--- config.mk ---
export PLATFORM = sky130hd
export DESIGN_NAME = longest_common_substring_core
export DESIGN_NICKNAME = d
export VERILOG_FILES = /design/src/sv/lcs_pkg.sv /design/src/sv/lcs_ram.sv /design/src/sv/lcs_cell.sv /design/src/sv/longest_common_substring_core.sv
export SDC_FILE = /design/constraint.sdc
export NUM_CORES = 2
export LEC_CHECK = 0
export BUFFER_PORTS_ARGS = -buffer_cell sky130_fd_sc_hd__buf_4
export CAP_MARGIN = 20
export CORE_MARGIN = 2
export CORE_UTILIZATION = 46
export CTS_BUF_LIST = sky130_fd_sc_hd__clkbuf_8
export CTS_CLUSTER_DIAMETER = 50
export CTS_CLUSTER_SIZE = 14
export DETAILED_ROUTE_END_ITERATION = 8
export SYNTH_ARGS = -nofsm -noshare
export SYNTH_HDL_FRONTEND = slang
export SYNTH_HIERARCHICAL = 1
export SYNTH_SLANG_ARGS = --single-unit
export TNS_END_PERCENT = 30
--- constraint.sdc ---
create_clock -name clk -period 7.7 [get_ports clk]
set_clock_uncertainty 0.2 [all_clocks]
set_input_delay 0.385 -clock clk [delete_from_list [all_inputs] [get_ports clk]]
set_output_delay 0.385 -clock clk [all_outputs]
set_load 0.05 [all_outputs]
--- src/sv/lcs_pkg.sv ---
// Shared types, sizes and codes of the longest common substring core.
package lcs_pkg;

	localparam int SECOND_MAX  = 64;
	localparam int FIRST_MAX   = 256;

	localparam int SEC_CNT_W   = $clog2(SECOND_MAX + 1);
	localparam int SEC_IDX_W   = (SECOND_MAX > 1) ? $clog2(SECOND_MAX) : 1;
	localparam int FIRST_CNT_W = $clog2(FIRST_MAX + 1);
	localparam int FIRST_IDX_W = (FIRST_MAX > 1) ? $clog2(FIRST_MAX) : 1;
	localparam int LEN_W       = 7;
	localparam int CHAR_W      = 8;
	localparam int STATUS_W    = 2;

	localparam logic [STATUS_W-1:0] STATUS_OK       = 2'd0;
	localparam logic [STATUS_W-1:0] STATUS_NEED_BUF = 2'd1;
	localparam logic [STATUS_W-1:0] STATUS_EMPTY    = 2'd2;

	localparam logic SEL_SECOND = 1'b0;
	localparam logic SEL_FIRST  = 1'b1;

	localparam logic [LEN_W-1:0] CAP_RESET = 7'd64;

	typedef struct packed {
		logic              string_sel;
		logic [CHAR_W-1:0] ch;
		logic              last;
	} lcs_item_t;

	typedef struct packed {
		logic [STATUS_W-1:0] status;
		logic [LEN_W-1:0]    match_length;
		logic [CHAR_W-1:0]   out_char;
		logic                has_char;
		logic                truncated;
		logic                last_out;
	} lcs_result_t;

	// broadcast to every cell of the row
	typedef struct packed {
		logic              clear;
		logic              row_en;
		logic [CHAR_W-1:0] ch;
		logic [LEN_W-1:0]  best;
	} lcs_cell_ctrl_t;

	typedef enum logic [1:0] {
		ST_IDLE,
		ST_FINISH,
		ST_READ,
		ST_LOAD
	} lcs_state_t;

endpackage

--- src/sv/lcs_ram.sv ---
// Generic single write port, single read port RAM with registered read data.
module lcs_ram #(
	parameter int WIDTH = 8,
	parameter int DEPTH = 256,
	localparam int AW = (DEPTH > 1) ? $clog2(DEPTH) : 1
) (
	input  logic             clk,
	input  logic             we,
	input  logic [AW-1:0]    waddr,
	input  logic [WIDTH-1:0] wdata,
	input  logic [AW-1:0]    raddr,
	output logic [WIDTH-1:0] rdata
);

	logic [WIDTH-1:0] mem_q [DEPTH];
	logic [WIDTH-1:0] rdata_q;

	always_ff @(posedge clk) begin
		if (we) begin
			mem_q[waddr] <= wdata;
		end
		rdata_q <= mem_q[raddr];
	end

	assign rdata = rdata_q;

endmodule

--- src/sv/lcs_cell.sv ---
// One column of the DP row: holds a second-string byte and its current length.
module lcs_cell import lcs_pkg::*; (
	input  logic                  clk,
	input  logic                  arst_n,
	input  lcs_cell_ctrl_t        ctrl,
	input  logic                  load,
	input  logic [LEN_W-1:0]      diag,
	output logic [LEN_W-1:0]      len,
	output logic                  hit,
	output logic                  active
);

	logic              valid_q;
	logic [CHAR_W-1:0] byte_q;
	logic [LEN_W-1:0]  len_q;
	logic              match;

	assign match = valid_q && (byte_q == ctrl.ch);

	always_ff @(posedge clk or negedge arst_n) begin
		if (!arst_n) begin
			valid_q <= 1'b0;
			len_q   <= '0;
		end else if (ctrl.clear) begin
			valid_q <= 1'b0;
			len_q   <= '0;
		end else begin
			if (load) begin
				valid_q <= 1'b1;
			end
			if (ctrl.row_en && valid_q) begin
				len_q <= match ? diag + LEN_W'(1) : '0;
			end
		end
	end

	always_ff @(posedge clk) begin
		if (load) begin
			byte_q <= ctrl.ch;
		end
	end

	// new length can beat the best only by one, so equality with best is enough
	assign hit    = ctrl.row_en && match && (diag == ctrl.best);
	assign len    = len_q;
	assign active = valid_q;

endmodule

--- src/sv/longest_common_substring_core.sv ---
// Longest common substring core: a row of DP cells, first-string RAM and result sequencer.
//
// Load the second string (string_sel 0) and then stream the first string
// (string_sel 1, last on its final byte); every column of the DP row updates
// at once in its own cell. Bytes past 64 (second) or 256 (first) are dropped
// and reported as truncated. After the last byte the input is stalled: the
// finish state picks the outcome; then a status result goes out when the
// output is free, or each substring byte is read from the first-string RAM
// in a read state and loaded in a load state, which waits on any result stall.
// The input is taken again once the final result sits in the output register.
module longest_common_substring_core import lcs_pkg::*; (
	input  logic              clk,
	input  logic              arst_n,
	input  logic              char_valid,
	output logic              char_stall,
	input  lcs_item_t         char_item,
	output logic              res_valid,
	input  logic              res_stall,
	output lcs_result_t       res_item,
	input  logic              cfg_valid,
	output logic              cfg_ready,
	input  logic [LEN_W-1:0]  cfg_data
);

	lcs_state_t state_q, state_d;

	logic [SEC_CNT_W-1:0]   second_cnt_q;
	logic [FIRST_CNT_W-1:0] first_cnt_q;
	logic [LEN_W-1:0]       best_q;
	logic [FIRST_IDX_W-1:0] best_row_q;
	logic                   overflow_q;
	logic [LEN_W-1:0]       buf_cap_q;
	logic [FIRST_IDX_W-1:0] rd_addr_q;
	logic [LEN_W-1:0]       remain_q;
	lcs_result_t            res_q;
	logic                   res_valid_q;

	logic                   accept;
	logic                   second_wr;
	logic                   first_wr;
	logic                   drop;
	logic                   out_free;
	logic                   short_res;
	logic                   res_load;
	lcs_result_t            res_next;
	logic                   run_clear;
	logic                   start_set;
	logic                   emit_step;
	logic                   row_hit;
	logic [CHAR_W-1:0]      ram_rdata;
	lcs_cell_ctrl_t         cell_ctrl;

	logic [LEN_W-1:0]       cell_len [SECOND_MAX];
	logic [SECOND_MAX-1:0]  cell_hit;
	logic [SECOND_MAX-1:0]  cell_active;

	assign cfg_ready = 1'b1;
	assign accept    = char_valid && !char_stall;
	assign second_wr = accept && (char_item.string_sel == SEL_SECOND)
	                   && (second_cnt_q < SEC_CNT_W'(SECOND_MAX));
	assign first_wr  = accept && (char_item.string_sel == SEL_FIRST)
	                   && (first_cnt_q < FIRST_CNT_W'(FIRST_MAX));
	assign drop      = accept && !second_wr && !first_wr;
	assign out_free  = !res_valid_q || !res_stall;
	assign short_res = (first_cnt_q == '0) || (second_cnt_q == '0) || (best_q == '0)
	                   || (buf_cap_q < best_q);
	assign row_hit   = |cell_hit;

	assign cell_ctrl.clear  = run_clear;
	assign cell_ctrl.row_en = first_wr;
	assign cell_ctrl.ch     = char_item.ch;
	assign cell_ctrl.best   = best_q;

	for (genvar j = 0; j < SECOND_MAX; j++) begin : g_cell
		logic [LEN_W-1:0] diag;
		if (j == 0) begin : g_first
			assign diag = '0;
		end else begin : g_rest
			assign diag = cell_len[j-1];
		end
		lcs_cell u_cell (
			.clk    (clk),
			.arst_n (arst_n),
			.ctrl   (cell_ctrl),
			.load   (second_wr && (second_cnt_q[SEC_IDX_W-1:0] == SEC_IDX_W'(j))),
			.diag   (diag),
			.len    (cell_len[j]),
			.hit    (cell_hit[j]),
			.active (cell_active[j])
		);
	end

	lcs_ram #(
		.WIDTH (CHAR_W),
		.DEPTH (FIRST_MAX)
	) u_first_ram (
		.clk   (clk),
		.we    (first_wr),
		.waddr (first_cnt_q[FIRST_IDX_W-1:0]),
		.wdata (char_item.ch),
		.raddr (rd_addr_q),
		.rdata (ram_rdata)
	);

	always_comb begin
		state_d = state_q;
		case (state_q)
			ST_IDLE: begin
				if (accept && (char_item.string_sel == SEL_FIRST) && char_item.last) begin
					state_d = ST_FINISH;
				end
			end
			ST_FINISH: begin
				if (!short_res) begin
					state_d = ST_READ;
				end else if (out_free) begin
					state_d = ST_IDLE;
				end
			end
			ST_READ: begin
				state_d = ST_LOAD;
			end
			ST_LOAD: begin
				if (out_free) begin
					state_d = (remain_q == LEN_W'(1)) ? ST_IDLE : ST_READ;
				end
			end
			default: begin
				state_d = ST_IDLE;
			end
		endcase
	end

	always_comb begin
		char_stall            = (state_q != ST_IDLE);
		res_load              = 1'b0;
		run_clear             = 1'b0;
		start_set             = 1'b0;
		emit_step             = 1'b0;
		res_next.status       = STATUS_OK;
		res_next.match_length = best_q;
		res_next.out_char     = '0;
		res_next.has_char     = 1'b0;
		res_next.truncated    = overflow_q;
		res_next.last_out     = 1'b1;
		case (state_q)
			ST_FINISH: begin
				start_set = 1'b1;
				if (short_res && out_free) begin
					res_load  = 1'b1;
					run_clear = 1'b1;
					if ((first_cnt_q == '0) || (second_cnt_q == '0)) begin
						res_next.status       = STATUS_EMPTY;
						res_next.match_length = '0;
					end else if (best_q != '0) begin
						res_next.status = STATUS_NEED_BUF;
					end
				end
			end
			ST_LOAD: begin
				res_next.out_char = ram_rdata;
				res_next.has_char = 1'b1;
				res_next.last_out = (remain_q == LEN_W'(1));
				if (out_free) begin
					res_load  = 1'b1;
					emit_step = 1'b1;
					run_clear = (remain_q == LEN_W'(1));
				end
			end
			default: begin
			end
		endcase
	end

	always_ff @(posedge clk or negedge arst_n) begin
		if (!arst_n) begin
			state_q      <= ST_IDLE;
			second_cnt_q <= '0;
			first_cnt_q  <= '0;
			best_q       <= '0;
			best_row_q   <= '0;
			overflow_q   <= 1'b0;
			buf_cap_q    <= CAP_RESET;
			res_valid_q  <= 1'b0;
		end else begin
			state_q <= state_d;
			if (cfg_valid && cfg_ready) begin
				buf_cap_q <= cfg_data;
			end
			if (run_clear) begin
				second_cnt_q <= '0;
				first_cnt_q  <= '0;
				best_q       <= '0;
				best_row_q   <= '0;
				overflow_q   <= 1'b0;
			end else begin
				if (second_wr) begin
					second_cnt_q <= second_cnt_q + SEC_CNT_W'(1);
				end
				if (first_wr) begin
					first_cnt_q <= first_cnt_q + FIRST_CNT_W'(1);
					if (row_hit) begin
						best_q     <= best_q + LEN_W'(1);
						best_row_q <= first_cnt_q[FIRST_IDX_W-1:0];
					end
				end
				if (drop) begin
					overflow_q <= 1'b1;
				end
			end
			if (res_load) begin
				res_valid_q <= 1'b1;
			end else if (!res_stall) begin
				res_valid_q <= 1'b0;
			end
		end
	end

	always_ff @(posedge clk) begin
		if (res_load) begin
			res_q <= res_next;
		end
		if (start_set) begin
			rd_addr_q <= best_row_q + FIRST_IDX_W'(1) - FIRST_IDX_W'(best_q);
			remain_q  <= best_q;
		end else if (emit_step) begin
			rd_addr_q <= rd_addr_q + FIRST_IDX_W'(1);
			remain_q  <= remain_q - LEN_W'(1);
		end
	end

	assign res_valid = res_valid_q;
	assign res_item  = res_q;

	// loaded cells and the byte count must agree
	a_cells_match_count: assert property (@(posedge clk) disable iff (!arst_n)
		$countones(cell_active) == 32'(second_cnt_q))
		else $error("cell valid bits disagree with second string count");

	a_best_bounded: assert property (@(posedge clk) disable iff (!arst_n)
		best_q <= LEN_W'(second_cnt_q))
		else $error("best length exceeds second string length");

	a_emit_remaining: assert property (@(posedge clk) disable iff (!arst_n)
		(state_q == ST_READ || state_q == ST_LOAD) |-> remain_q != '0)
		else $error("emitting with no bytes left");

	a_char_result_ok: assert property (@(posedge clk) disable iff (!arst_n)
		(res_valid && res_item.has_char) |->
		(res_item.status == STATUS_OK && res_item.match_length != '0))
		else $error("substring byte with bad status or length");

	a_hit_only_on_row: assert property (@(posedge clk) disable iff (!arst_n)
		row_hit |-> first_wr)
		else $error("best length update without a first string byte");

endmodule

After elaboration in Yosys (flattened, before gate mapping)
Memories as Yosys holds them, arrays and structs flattened. A register that Yosys moved wholly into a read port is not among the register bits.
Cells that the tools add are included.
Widths: inputs -> output; s select.
{"block": "word_totals", "ff_bits": 1094, "ram_bits": 2048, "inputBits": 22, "output_inout_bits": 23, "elab_cells": 1319, "mem_count": 1}
{"memory": "u_first_ram.mem_q", "words": 256, "width": 8, "rd": 1, "rd_ports_with_merged_regs": 1, "wr": 1, "line_no": "lcs_ram.sv:15", "rtl": "logic [WIDTH-1:0] mem_q [DEPTH];"}
{"block": "classes", "n_addsub": 69, "magnitude_cmp": 3, "eq_ne": 198, "n_mux": 356, "bitwise_logic": 3, "reduce_logical": 481}
{"op": "$mux 7", "count": 198}
{"op": "$eq 8x8->1", "count": 64}
{"op": "$add 7x1->7 const B", "count": 64}
{"op": "$eq 7x7->1", "count": 63}
{"op": "$logic_and 1x1->1", "count": 328}
{"op": "$reduce_bool 2->1", "count": 133}
{"op": "$eq 6x6->1 const B", "count": 32}
{"op": "$mux 1", "count": 142}
{"op": "$eq 6x5->1 const B", "count": 16}
{"op": "$reduce_or 64->1", "count": 1}
{"op": "$eq 6x4->1 const B", "count": 8}
{"op": "$mux 8", "count": 5}
{"op": "$eq 6x3->1 const B", "count": 4}
{"op": "$mux 9", "count": 2}
{"op": "$add 8x1->8 const B", "count": 2}
{"op": "$logic_not 7->1", "count": 2}
{"op": "$eq 6x2->1 const B", "count": 2}
{"op": "$mux 2", "count": 6}
{"op": "$add 9x1->9 const B", "count": 1}
{"op": "$logic_not 9->1", "count": 1}
{"op": "$lt 9x9->1 const B", "count": 1}
{"op": "$pmux 2 s4", "count": 1}
{"op": "$sub 8x7->8", "count": 1}
{"op": "$eq 7x1->1 const B", "count": 1}
{"op": "other kinds (19)", "count": 32}

Logic depth before layout (Yosys ltp)
{"block": "logic_depth", "depth_word": 11, "depth_mapped": 14, "mapped_depth_nobuf": 13}

By module
Netlist, hierarchy kept.
{"mod": "lcs_ram", "instances": 1, "cells_each": 3733, "area_per_inst_um2": 79556.3, "seq_area_each_um2": 61659.1}
{"mod": "lcs_cell", "instances": 64, "cells_each": 69, "area_per_inst_um2": 799.5, "seq_area_each_um2": 440.4}
{"mod": "longest_common_substring_core", "instances": 1, "cells_each": 494, "area_per_inst_um2": 4588.2, "seq_area_each_um2": 2103.3}

Worst setup path after synthesis
OpenSTA, ideal clock, no wires.
{"block": "synth_timing", "path_kind": "register to register", "startpoint": "reg best_q[4]", "endpoint": "reg g_cell[10].u_cell.len_q[0]", "setup_ns": 0.129, "arrival_time_ns": 5.851, "t_required_ns": 7.371, "slack_ns": 1.520, "stages_incl_launch_ff": 11, "path_buffers": 1, "synth_period_minus_slack_ns": 6.180, "cell_sequence": "dfrtp_1 -> inv_1 -> ha_1 -> a21o_1 -> a211oi_1 -> a211oi_4 -> a21oi_2 -> buf_2 -> a21oi_1 -> nand2_1 -> o21ai_0"}
{"block": "synth_between", "elab_chain_cells": 7, "word_cells_on_any_way": 9, "classes_between": "order compare (1); mux (3); reduce/logical (5)"}
{"item": "start, declared", "line_no": "longest_common_substring_core.sv:29", "rtl": "logic [LEN_W-1:0] best_q;"}
{"item": "start signal, assigned", "line_no": "longest_common_substring_core.sv:203", "rtl": "best_q <= best_q + LEN_W'(1);"}
{"item": "parallel branches: the longest is 2 deep, another holds $lt 7x7->1"}
{"item": "$logic_or 1x1->1 *", "line_no": "longest_common_substring_core.sv:66", "rtl": "|| (buf_cap_q < best_q);"}
{"item": "$logic_and 1x1->1 *", "line_no": "longest_common_substring_core.sv:149", "rtl": "if (short_res && out_free) begin"}
{"item": "$mux 1 *", "line_no": "longest_common_substring_core.sv:149"}
{"item": "$pmux 1 s2 *", "line_no": "longest_common_substring_core.sv:146", "rtl": "case (state_q)"}
{"item": "via run_clear", "line_no": "longest_common_substring_core.sv:46", "rtl": "logic run_clear;"}
{"item": "$mux 7 or $reduce_bool 2->1 (tied branches)"}
{"item": "end signal, assigned", "line_no": "lcs_cell.sv:32", "rtl": "len_q <= match ? diag + LEN_W'(1) : '0;"}
{"item": "end, declared", "line_no": "lcs_cell.sv:15", "rtl": "logic [LEN_W-1:0] len_q;"}
Mark *: on every way through the listed nets, which the timed path passes.
A chain may end at the register's enable or synchronous reset.

Worst setup path after layout
{"block": "layout_timing", "startpoint": "reg state_q[0]", "endpoint": "reg best_row_q[3]"}
{"block": "layout_between", "elab_chain_cells": 10, "word_cells_on_any_way": 141, "classes_between": "eq/ne (2); mux (2); reduce/logical (137)"}
{"item": "start, declared", "line_no": "longest_common_substring_core.sv:25", "rtl": "lcs_state_t state_q, state_d;"}
{"item": "start signal, assigned", "line_no": "longest_common_substring_core.sv:186", "rtl": "state_q <= state_d;"}
{"item": "$reduce_bool 2->1", "line_no": "longest_common_substring_core.sv:135", "rtl": "char_stall = (state_q != ST_IDLE);"}
{"item": "$logic_not 1->1", "line_no": "longest_common_substring_core.sv:58", "rtl": "assign accept = char_valid && !char_stall;"}
{"item": "$logic_and 1x1->1", "line_no": "longest_common_substring_core.sv:58"}
{"item": "$logic_and 1x1->1", "line_no": "longest_common_substring_core.sv:61", "rtl": "assign first_wr = accept && (char_item.string_sel == SEL_FIRST)"}
{"item": "$logic_and 1x1->1", "line_no": "longest_common_substring_core.sv:62", "rtl": "&& (first_cnt_q < FIRST_CNT_W'(FIRST_MAX));"}
{"item": "via first_wr", "line_no": "longest_common_substring_core.sv:40", "rtl": "logic first_wr;"}
{"item": "$logic_and 1x1->1 (2 in series)", "line_no": "lcs_cell.sv:44", "rtl": "assign hit = ctrl.row_en && match && (diag == ctrl.best);"}
{"item": "via cell_hit[1]", "line_no": "longest_common_substring_core.sv:54", "rtl": "logic [SECOND_MAX-1:0] cell_hit;"}
{"item": "$reduce_or 64->1", "line_no": "longest_common_substring_core.sv:67", "rtl": "assign row_hit = |cell_hit;"}
{"item": "$reduce_bool 2->1 (no source line)"}
{"item": "$reduce_and 2->1 (no source line)"}
{"item": "end signal, assigned", "line_no": "longest_common_substring_core.sv:204", "rtl": "best_row_q <= first_cnt_q[FIRST_IDX_W-1:0];"}
{"item": "end, declared", "line_no": "longest_common_substring_core.sv:30", "rtl": "logic [FIRST_IDX_W-1:0] best_row_q;"}
The timed path passes the listed nets, and every way through them passes these cells.

==> results.py <==
metrics = {
    "run_status": {
        "status": "completed",
    },
    "drt": {
        "wl_met3_um": 23800,
        "avgRoutedWirePerCell_um": 26.2,
        "routed.top_layer": "met5",
        "vias_per_cell": 5.80,
        "met1_length_um": 151000,
        "first_pass_iters": 6,
        "detailroute.via_count": 76126,
        "wl_met2_um": 161000,
        "drt-total-wl_um": 344000,
        "drt_initial_violations": 7744,
        "final_antenna_net_count": 0,
        "drcViolationCount": 0,
    },
    "yosys": {
        "netlist_area_sq_mm": 0.135,
        "synth_cells": 8607,
        "syn_avg_cell_area_sq_um": 15.7,
        "synthesis.yosys.warnings": 6,
    },
    "global_routing": {
        "globalRouteTotalUtil_pct": 22.8,
        "grt.overflow.total": 0,
        "grt_antenna_before_repair": 15,
        "grt_start_max_net_pins": 165,
        "first_pass_grt_wire_length_um": 511000,
        "grt_pass1_vias": 76084,
    },
    "clock_tree": {
        "clock_network_latency_to_the_later_pin_of_the_worst_skew_pair_ns": 1.10,
        "clk_root_buffer_cell": "clkbuf_8",
        "numCtsBuffers": 344,
        "cts_sinks": 3150,
        "clk_transition_reported_paths_ns": 0.10,
        "resize_count_post_cts": 0,
        "clockBufferDepth": 4,
        "cts_max_level": 5,
        "cts_tree": "built",
    },
    "layout": {
        "areaGrowthSynthToFinish_pct": 9.75,
        "layoutNonFillerInstCount": 13134,
        "fill_cells": 24269,
        "share_of_post_route_cells_with_drive_strength_above_1_pct": 15.6,
        "fin_util_pct": 50.8,
        "final_nets": 9087,
    },
    "setup_path": {
        "start_kind": "register",
        "r2r_slack_ns": 2.35,
        "worst-endpoint-arrival_ns": 6.07,
        "crit_type": "register to register",
        "timing.critical_path.required_ns": 8.42,
        "worstPathMaxFanout": 72,
        "worst_setup_path_end_kind": "register",
    },
    "timing": {
        "hold_viol": 0,
        "hold_slack_ns": 0.182,
        "finalCritPeriodShare_pct": 69.5,
        "count_of_endpoints_failing_setup_in_the_final_report": 0,
        "slew-limit-headroom_pct": 18.3,
        "timing_worst_slew_pin_value_ns": 1.21,
        "timing_max_transition_violations_final": 0,
        "unrepaired_setup_endpoints_after_global_routing": "no",
        "max_freq_mhz": 187,
        "setup_total_negative_slack_ns": 0,
        "final.min_clock_period_ns": 5.35,
    },
    "place": {
        "gp_routability_congestion": 0.847,
        "dpl.hpwl_um": 214000,
        "placedCellCount": 12480,
        "buffer_ports.inserted": 43,
    },
    "worst_hold_path": {
        "min-delay-path-class": "input pin to register",
    },
    "die": {
        "full_die_area_sq_mm": 0.298,
        "dieHeight_um": 546,
        "die_width_um": 546,
        "io-pin-count": 45,
        "floorplan.rows": 198,
        "initial_utilization_pct": 46.3,
        "coreArea_sq_mm": 0.291,
    },
    "power": {
        "totalPowerFinal_mw": 40.2,
        "vdd_ir_drop_max_v": 0.000310,
        "p_per_area_mw_per_mm2": 272,
        "leakage_power_figure_nw": 50.0,
    },
    "flow_run": {
        "max_cap_violations": 0,
    },
}
flip-flops by register name, indices dropped and copies added (netlist names):
| register | count |
|---|---|
| remain_q | 7 |
| best_row_q | 8 |
| buf_cap_q | 7 |
| u_first_ram/rdata | 8 |
| first_cnt_q | 9 |
| second_cnt_q | 7 |
| g_cell.u_cell/byte_q | 512 |
| res_valid | 1 |
| state_q | 2 |
| overflow_q | 1 |
| rd_addr_q | 8 |
| u_first_ram/mem_q | 2048 |
| res_item | 20 |
| best_q | 7 |
| g_cell.u_cell/active | 64 |
| g_cell.u_cell/len | 441 |
layer usage:
| layer | vias to the layer above | GRT usage, % |
|---|---|---|
| li1 | 33390 | - |
| met1 | 39676 | 33.3 |
| met2 | 2573 | 35.8 |
| met3 | 483 | 3.48 |
| met4 | 4 | 5.76 |
| met5 | - | 0 |
final timing paths:
check / from / cells after the start / endpoint
setup / recovery: state_q[0]$_DFFE_PN0P_ / 13 / best_row_q[3]$_DFFE_PN0P_
hold reg to reg: g_cell[62].u_cell/len[6]$_DFFE_PN0P_ / 2 / g_cell[62].u_cell/len[6]$_DFFE_PN0P_
hold / removal: char_item[6] / 2 / u_first_ram/mem_q[65][5]$_DFFE_PP_
setup reg to reg: state_q[0]$_DFFE_PN0P_ / 13 / best_row_q[3]$_DFFE_PN0P_
max in group asynchronous: arst_n / 5 / g_cell[4].u_cell/len[0]$_DFFE_PN0P_
min in group asynchronous: arst_n / 4 / g_cell[49].u_cell/len[0]$_DFFE_PN0P_
timing repair:
item / CTS / global route
endpoints found under the hold margin: 1504 / 0
hold buffers: 39 / 0
setup buffers: 0 / 0
setup endpoints to repair: 0 / 0
layout make-up:
class	count	area [sq um]	share of cell area (%)
well taps	3900	4880	3.29
inverters	91	347	0.234
clock inverters	241	2330	1.58
repair buffers	248	2320	1.57
diodes	6	15.0	0.0101
clock buffers	362	4980	3.36
multi-input cells	5136	41400	28.0
flip-flops and latches	3150	91800	62.0
worst max-delay path, stage by stage, from the launching register on:
cell and delay [ns]:
dfrtp_1 0.80, nor2_4 0.07, nand3_2 0.11, or2_1 0.39, inv_6 0.36, nand2_1 0.20, nor4_2 0.07, and4b_2 0.25
nor4_1 1.02, nand4_1 0.52, nor4_4 0.68, nor2_4 0.17, mux2i_1 0.23, nor2_1 0.06
report_power, final:
group | total (mW) | switching (mW) | internal [mW]
clock | 11.9 | 6.42 | 5.53
sequential | 18.8 | 0.139 | 18.6
combinational | 9.54 | 5.89 | 3.64
total | 40.2 | 12.4 | 27.8
metrics by stage:
stage | cell area, sq um | setup slack (ns)
floorplan | 135000 | 1.54
CTS | 148000 | 2.49
global placement | 140000 | 2.52
global route | 148000 | 2.28
detailed placement | 140000 | 2.51
finish | 148000 | 2.35
layout by cell type (no fill, tap or decap), types with 64 or more instances in the layout:
cell type	n
a21oi_1	172
a22oi_1	134
and3_1	79
and4b_2	64
buf_4	173
clkbuf_8	362
dfrtp_1	539
edfxtp_1	2595
ha_1	93
inv_1	135
mux2i_1	143
mux4_2	454
nand2_1	639
nand3_1	306
nand4_1	88
nor2_1	648
nor4_1	106
nor4_2	69
o21ai_0	467
xnor2_1	591
xor2_1	716
Power figures use the tool's default switching activity.
